--- src/sv/pfs_pkg.sv ---
// ----------------------------------------------------------------------------
// pfs_pkg
// shared types and constants of the pell solver
// ----------------------------------------------------------------------------
`default_nettype none
package pfs_pkg;

  localparam logic [1:0] STATUS_OK       = 2'd0;
  localparam logic [1:0] STATUS_SQUARE   = 2'd1;
  localparam logic [1:0] STATUS_OVERFLOW = 2'd2;

  localparam int MAX_TERMS = 256;
  localparam int TERM_BITS = 9;

  typedef enum logic [3:0] {
    ST_IDLE,
    ST_SQRT,
    ST_STEP_A,
    ST_STEP_B,
    ST_DIV_B,
    ST_CHECK,
    ST_DIV_A,
    ST_GUARD,
    ST_UPDATE,
    ST_DONE
  } state_t;

  typedef struct packed {
    logic load;
    logic sqrt_step;
    logic calc_a;
    logic calc_b;
    logic div_b_start;
    logic div_a_start;
    logic div_step;
    logic update;
    logic set_ok;
    logic set_square;
    logic set_overflow;
  } cmd_t;

  typedef struct packed {
    logic sqrt_done;
    logic is_square;
    logic div_done;
    logic bad_a;
    logic bn_one;
    logic bn_zero;
    logic odd_term;
    logic guard_hit;
    logic overflow;
  } sts_t;

endpackage
`default_nettype wire

--- src/sv/pell_fundamental_solution.sv ---
// sequence: a root search, then two serial divides per continued
// fraction term and one for the closing term
// one item at a time; a new radicand is taken only in idle, after the result has been accepted
// reset: synchronous, returns the sequencer to idle; result held until taken
// ----------------------------------------------------------------------------
// pell_fundamental_solution
// fundamental solution of x^2 - n*y^2 = 1 by continued fractions
// ----------------------------------------------------------------------------
`default_nettype none
module pell_fundamental_solution
  import pfs_pkg::*;
#(
  parameter int RADICAND_BITS = 7,
  parameter int RESULT_BITS   = 64
) (
  input  wire         clk,
  input  wire         rst,
  input  wire         in_valid,
  output logic        in_ready,
  input  wire  [6:0]  radicand,
  output logic        out_valid,
  input  wire         out_ready,
  output logic [62:0] sol_x,
  output logic [62:0] sol_y,
  output logic [1:0]  status
);

  cmd_t cmd;
  sts_t sts;

  pfs_ctrl u_ctrl (
    .clk(clk), .rst(rst), .in_valid(in_valid), .in_ready(in_ready),
    .out_valid(out_valid), .out_ready(out_ready), .sts(sts), .cmd(cmd)
  );

  pfs_dp #(.RADICAND_BITS(RADICAND_BITS), .RESULT_BITS(RESULT_BITS)) u_dp (
    .clk(clk), .radicand(radicand), .cmd(cmd), .sts(sts),
    .sol_x(sol_x), .sol_y(sol_y), .status(status)
  );

endmodule
`default_nettype wire

--- src/sv/pfs_ctrl.sv ---
// ----------------------------------------------------------------------------
// pfs_ctrl
// sequencer for the continued fraction expansion
// ----------------------------------------------------------------------------
`default_nettype none
module pfs_ctrl
  import pfs_pkg::*;
(
  input  wire  clk,
  input  wire  rst,
  input  wire  in_valid,
  output logic in_ready,
  output logic out_valid,
  input  wire  out_ready,
  input  sts_t sts,
  output cmd_t cmd
);

  state_t state, state_next;

  always_ff @(posedge clk) begin
    if (rst) begin
      state <= ST_IDLE;
    end else begin
      state <= state_next;
    end
  end

  always_comb begin
    state_next = state;
    case (state)
      ST_IDLE:   if (in_valid) state_next = ST_SQRT;
      ST_SQRT:   if (sts.sqrt_done) begin
        state_next = sts.is_square ? ST_DONE : ST_STEP_A;
      end
      ST_STEP_A: state_next = ST_STEP_B;
      ST_STEP_B: state_next = (sts.bad_a || sts.guard_hit) ? ST_DONE : ST_DIV_B;
      ST_DIV_B:  if (sts.div_done) state_next = ST_CHECK;
      ST_CHECK: begin
        if ((sts.odd_term && sts.bn_one) || sts.bn_zero) state_next = ST_DONE;
        else state_next = ST_DIV_A;
      end
      ST_DIV_A:  if (sts.div_done) state_next = ST_GUARD;
      ST_GUARD:  state_next = sts.overflow ? ST_DONE : ST_UPDATE;
      ST_UPDATE: state_next = ST_STEP_A;
      ST_DONE:   if (out_ready) state_next = ST_IDLE;
      default:   state_next = ST_IDLE;
    endcase
  end

  always_comb begin
    cmd = '0;
    in_ready = 1'b0;
    out_valid = 1'b0;
    case (state)
      ST_IDLE: begin
        in_ready = 1'b1;
        cmd.load = in_valid;
      end
      ST_SQRT: begin
        cmd.sqrt_step = 1'b1;
        cmd.set_square = sts.sqrt_done && sts.is_square;
      end
      ST_STEP_A: cmd.calc_a = 1'b1;
      ST_STEP_B: begin
        cmd.calc_b = 1'b1;
        cmd.div_b_start = !(sts.bad_a || sts.guard_hit);
      end
      ST_DIV_B:  cmd.div_step = 1'b1;
      ST_CHECK: begin
        cmd.set_ok = sts.odd_term && sts.bn_one;
        cmd.div_a_start = !((sts.odd_term && sts.bn_one) || sts.bn_zero);
      end
      ST_DIV_A:  cmd.div_step = 1'b1;
      ST_GUARD:  cmd.set_overflow = sts.overflow;
      ST_UPDATE: cmd.update = 1'b1;
      ST_DONE:   out_valid = 1'b1;
      default:   cmd = '0;
    endcase
  end

endmodule
`default_nettype wire

--- src/sv/pfs_dp.sv ---
// ----------------------------------------------------------------------------
// pfs_dp
// datapath: square root search, shared serial divider, convergent registers
// ----------------------------------------------------------------------------
`default_nettype none
module pfs_dp
  import pfs_pkg::*;
#(
  parameter int RADICAND_BITS = 7,
  parameter int RESULT_BITS   = 64
) (
  input  wire                      clk,
  input  wire  [6:0]               radicand,
  input  cmd_t                     cmd,
  output sts_t                     sts,
  output logic [62:0]              sol_x,
  output logic [62:0]              sol_y,
  output logic [1:0]               status
);

  localparam int NB = RADICAND_BITS;
  localparam int RB = RESULT_BITS;
  localparam int DB = NB + 1;
  localparam int DCW = $clog2(DB + 1);
  localparam logic [RB-1:0] LIMIT = {1'b0, {(RB-1){1'b1}}};

  // recurrence values stay below 2*sqrt(n)
  logic [NB-1:0] n, a0, root, a_term, a_new, bv;
  logic [NB:0]   av, a_next;
  logic [RB-1:0] pm1, pm2, qm1, qm2;
  logic [TERM_BITS-1:0] k;

  // serial restoring divider
  logic [DB-1:0]  dividend, divisor, quo, rem;
  logic [DCW-1:0] dcnt;

  logic [2*NB+1:0] prod_ab, a_sq;
  logic [RB+DB-1:0] pp, qq;
  logic [RB-1:0]   pnew, qnew;

  assign prod_ab = (2*NB+2)'(a_term) * (2*NB+2)'(bv);
  assign a_sq    = (2*NB+2)'(a_next) * (2*NB+2)'(a_next);

  always_ff @(posedge clk) begin
    if (cmd.load) begin
      n <= radicand[NB-1:0];
      root <= '0;
      status <= STATUS_OVERFLOW;
      sol_x <= '0;
      sol_y <= '0;
    end
    if (cmd.sqrt_step && !sts.sqrt_done) root <= root + 1'b1;
    if (cmd.sqrt_step && sts.sqrt_done) begin
      a0 <= root;
      a_term <= root;
      av <= '0;
      bv <= NB'(1);
      pm2 <= RB'(1);
      pm1 <= RB'(root);
      qm2 <= '0;
      qm1 <= RB'(1);
      k <= '0;
    end
    if (cmd.set_square) status <= STATUS_SQUARE;
    if (cmd.calc_a) a_next <= (NB+1)'(prod_ab - (2*NB+2)'(av));
    if (cmd.div_b_start) begin
      dividend <= DB'((2*NB+2)'(n) - a_sq);
      divisor <= DB'(bv);
      rem <= '0;
      dcnt <= DCW'(DB);
    end
    if (cmd.div_a_start) begin
      dividend <= DB'(a0) + DB'(a_next);
      divisor <= quo;
      a_new <= NB'(quo);
      rem <= '0;
      dcnt <= DCW'(DB);
    end
    if (cmd.div_step && dcnt != '0) begin
      if ({rem, dividend[DB-1]} >= {1'b0, divisor}) begin
        rem <= DB'({rem, dividend[DB-1]} - {1'b0, divisor});
        dividend <= {dividend[DB-2:0], 1'b1};
      end else begin
        rem <= {rem[DB-2:0], dividend[DB-1]};
        dividend <= {dividend[DB-2:0], 1'b0};
      end
      dcnt <= dcnt - 1'b1;
    end
    if (cmd.div_step && dcnt == '0) quo <= dividend;
    if (cmd.set_ok) begin
      status <= STATUS_OK;
      sol_x <= 63'(pm1);
      sol_y <= 63'(qm1);
    end
    if (cmd.update) begin
      av <= a_next;
      bv <= a_new;
      a_term <= NB'(quo);
      pm2 <= pm1;
      pm1 <= pnew;
      qm2 <= qm1;
      qm1 <= qnew;
      k <= k + 1'b1;
    end
  end

  // in the divide a state quo is the b term; a_new holds it for update
  assign pp = (RB+DB)'(quo) * (RB+DB)'(pm1);
  assign qq = (RB+DB)'(quo) * (RB+DB)'(qm1);
  assign pnew = pp[RB-1:0] + pm2;
  assign qnew = qq[RB-1:0] + qm2;

  always_comb begin
    sts = '0;
    sts.sqrt_done = (2*NB+2)'(root + 1'b1) * (2*NB+2)'(root + 1'b1)
                    > (2*NB+2)'(n) || root == '1;
    sts.is_square = (2*NB+2)'(root) * (2*NB+2)'(root) == (2*NB+2)'(n);
    sts.div_done  = dcnt == '0;
    sts.bad_a     = bv == '0 || a_sq > (2*NB+2)'(n) || a_next[NB];
    sts.bn_one    = dividend == DB'(1);
    sts.bn_zero   = dividend == '0;
    sts.odd_term  = k[0];
    sts.guard_hit = k == TERM_BITS'(MAX_TERMS);
    sts.overflow  = pp[RB+DB-1:RB] != '0 || pnew > LIMIT || pnew < pm2
                    || qq[RB+DB-1:RB] != '0 || qnew > LIMIT || qnew < qm2;
  end

endmodule
`default_nettype wire

--- config.mk ---
export PLATFORM = sky130hd
export DESIGN_NAME = pell_fundamental_solution
export DESIGN_NICKNAME = d
export VERILOG_FILES = /design/src/sv/pfs_pkg.sv /design/src/sv/pell_fundamental_solution.sv /design/src/sv/pfs_ctrl.sv /design/src/sv/pfs_dp.sv
export SDC_FILE = /design/constraint.sdc
export NUM_CORES = 2
export LEC_CHECK = 0
export ABC_AREA = 1
export BUFFER_PORTS_ARGS = -buffer_cell sky130_fd_sc_hd__buf_2
export CAP_MARGIN = 5
export CORE_ASPECT_RATIO = 1.2
export CORE_MARGIN = 2
export CORE_UTILIZATION = 55
export CTS_CLUSTER_SIZE = 8
export DETAILED_ROUTE_END_ITERATION = 6
export PLACE_DENSITY = 0.83
export SLEW_MARGIN = 20
export SYNTH_ARGS = -nofsm -noshare
export SYNTH_HDL_FRONTEND = slang
export SYNTH_SLANG_ARGS = --single-unit
--- constraint.sdc ---
create_clock -name clk -period 12.12 [get_ports clk]
set_clock_uncertainty 0.2 [all_clocks]
set_input_delay 1.212 -clock clk [delete_from_list [all_inputs] [get_ports clk]]
set_output_delay 1.212 -clock clk [all_outputs]
set_load 0.05 [all_outputs]
==> results.py <==
metrics = {
    "cts": {
        "cts_resized": 0,
        "htree_levels": 3,
        "ctsHoldBuffers": 0,
        "cts-root-buf": "clkbuf_16",
        "clockBufferDepth": 3,
        "postCtsSetupRepairBufs": 0,
        "clock_sinks": 491,
        "clk_pin_slew_worst_paths_ns": 0.05,
        "clk_latency_ns": 0.71,
        "cts_buffers": 74,
        "cts_tree": "yes",
    },
    "die": {
        "num_io_pins": 141,
        "die_w_microns": 331,
        "fp.dieH_microns": 396,
        "rows": 144,
        "coreArea_sq_um": 128000,
        "initial_core_util_pct": 55.2,
        "die_area_sq_um": 131000,
    },
    "sta": {
        "drv_slew": 0,
        "setup_violations": 0,
        "setup_tns_ns": 0,
        "tightest_slew_ns": 1.14,
        "max_slew_margin_pct": 24.0,
        "finalCritPeriodShare_pct": 93.7,
        "period_needed_ns": 11.36,
        "timing.fmax_ghz": 0.0880,
        "hold_viol": 0,
        "rsz0062_at_grt": "false",
    },
    "flow_run": {
        "max_cap_viol_count": 0,
    },
    "critical_path": {
        "start_kind": "register",
        "crit_arrival_ns": 11.76,
        "slowest_stage": "edfxtp_1",
        "cp_common_cell": "nand2_1",
        "worstPathRequired_ns": 12.52,
        "slowest_delay_ns": 1.09,
        "setup.worst_path.end_class": "register",
        "path_max_fanout": 25,
        "critPathKind": "reg -> reg",
    },
    "layout": {
        "diodes": 0,
        "final_common_cell": "inv_1",
        "layout-drive-gt1-share_pct": 3.75,
        "final_cell_mix": "inv_1 (2,324), nand2_1 (2,285), nor2_1 (949)",
        "area_growth_pct": 5.88,
        "stdcell_count": 11000,
        "finalNetCount": 10700,
        "post-route-util_pct": 58.4,
    },
    "synth": {
        "syn-cell-area_sq_um": 70600,
        "synthMuxAreaShare_pct": 0,
        "synth_seq_cells": 491,
        "synthAdderAreaFrac_pct": 33.8,
        "yosysWarnings": 0,
        "syn_inst": 9355,
        "synth-xor-area-share_pct": 3.73,
        "synth_edf_count": 485,
        "async_reset_ff_share_pct": 0,
        "synth_cell_type_count": 65,
        "ys_seq_area_share_pct": 20.8,
        "synth-main-ff-cell": "edfxtp_1",
        "synth_compound_gate_area_share_pct": 7.59,
        "synth_top_family_by_area": "adder cells",
        "syn_avg_cell_area_sq_um": 7.55,
        "synthSimpleGateAreaFrac_pct": 20.1,
    },
    "route": {
        "dr.pass1.iters": 6,
        "via_count": 60500,
        "drt_iter0_drc": 4629,
        "routedWlPerCell_microns": 18.9,
        "vias_per_cell": 5.49,
        "drcViolationCount": 0,
        "postRouteAntennaNets": 0,
        "drt_wl_total_mm": 208,
    },
    "global_routing": {
        "grt_pass1_vias": 63400,
        "grt_first_pass_wirelength_mm": 331,
        "gr-total-overflow": 0,
        "grt_use_total_pct": 32.2,
        "antenna_found_initial": 2,
        "grt_max_degree": 129,
    },
    "placement": {
        "globalplace.congestion": 1.08,
        "port_buffers": 140,
        "dp.cells": 10900,
        "hpwl_mm": 169,
    },
    "worst_hold_path": {
        "hp-class": "reg -> reg",
    },
    "outcome": {
        "status": "completed",
    },
}
## critical path: cells and delay by family, from the launching register on
family / cells / cell delay, ns
AND/OR/NAND/NOR: 21 / 3.08
adder cells (fa/ha/maj): 7 / 2.79
AO/OA/AOI/OAI: 10 / 2.77
flip-flops: 1 / 1.09
buffers and inverters: 9 / 1.03
XOR/XNOR: 1 / 0.23
## final timing paths
kind,startpoint,to,slack (ns),cells past startpoint
setup / recovery,u_dp.quo[2]$_DFFE_PP_,u_ctrl.state[0]$_SDFFE_PP0P_,0.76,48
hold / removal,u_dp.status[0]$_SDFFE_PP0P_,u_dp.status[0]$_SDFFE_PP0P_,0.29,2
setup reg to reg,u_dp.quo[2]$_DFFE_PP_,u_ctrl.state[0]$_SDFFE_PP0P_,0.76,48
hold reg to reg,u_dp.status[0]$_SDFFE_PP0P_,u_dp.status[0]$_SDFFE_PP0P_,0.29,2
## Yosys cell counts (3+ instances only)
cell type	n	share of area, %
a221oi_1	4	0.050
clkbuf_1	301	1.6
a21oi_1	460	3.3
o211ai_1	10	0.11
nand2_2	8	0.071
or2_1	4	0.035
o21ai_1	11	0.078
buf_1	6	0.032
nor4_1	20	0.18
o21ai_2	17	0.21
nor3_1	71	0.50
o21a_1	18	0.19
and2_1	7	0.062
or2_2	18	0.16
nand3_2	3	0.043
o21ai_0	179	1.3
and3_1	16	0.14
nor2_1	949	5.0
a31oi_1	59	0.52
a31o_2	4	0.050
edfxtp_1	485	21
nand4_1	41	0.36
a21oi_2	14	0.17
o21ai_4	3	0.069
nand3b_1	9	0.096
fa_1	832	24
a21o_1	40	0.43
buf_2	5	0.035
a21boi_0	8	0.085
o21bai_1	53	0.56
nand3_1	155	1.1
dfxtp_1	6	0.17
inv_1	2324	12
xnor2_1	118	1.5
o31ai_1	7	0.074
a211oi_1	12	0.13
xor2_1	179	2.2
nand2_1	2287	12
ha_1	573	10
o221ai_1	6	0.074
## flip-flops by register name (all words and copies together) (netlist names), 4 cells and up
| signal | cells |
|---|---|
| u_ctrl.state | 4 |
| u_dp.a0 | 7 |
| u_dp.a_new | 7 |
| u_dp.a_next | 8 |
| u_dp.a_term | 7 |
| u_dp.av | 8 |
| u_dp.bv | 7 |
| u_dp.dcnt | 4 |
| u_dp.dividend | 8 |
| u_dp.divisor | 8 |
| u_dp.k | 9 |
| u_dp.n | 7 |
| u_dp.pm1 | 64 |
| u_dp.pm2 | 64 |
| u_dp.qm1 | 64 |
| u_dp.qm2 | 64 |
| u_dp.quo | 8 |
| u_dp.rem | 8 |
| u_dp.root | 7 |
| u_dp.sol_x | 63 |
| u_dp.sol_y | 63 |
## stage by stage
stage | setup WS, ns | hold slack (ns) | instance area (sq um)
global placement | 1.06 | 0.266 | 72600
finish | 0.761 | 0.294 | 74700
detailed placement | 1.07 | 0.283 | 72600
floorplan | 2.40 | 0.221 | 70600
global route | 0.377 | 0.307 | 74700
CTS | 1.04 | 0.293 | 74700
## layout make-up
cell class	instances	area, sq um
multi-input cells	6227	46000
inverters	2327	8730
repair buffers	179	1070
clock inverters	15	231
fillers	11500	53200
well taps	1679	2100
flip-flops and latches	491	14700
clock buffers	89	1910
## routing by layer
metal  GRT usage [%]  vias up  share of wire [%]
met4            18.9        2                6.7
met5               0        -             0.0053
met2            55.8     2688                 49
met3            4.86      735                7.4
li1                -    28000                  -
met1            37.5    29000                 37
## cells by family after synthesis
logic type	Yosys count
AO/OA/AOI/OAI	921
XOR/XNOR	299
buffers and inverters	2641
adder cells (fa/ha/maj)	1405
flip-flops	491
other	2
AND/OR/NAND/NOR	3596
Power is not shown: default switching activity piles up to over one toggle a cycle in this logic, so the estimate is an artifact.
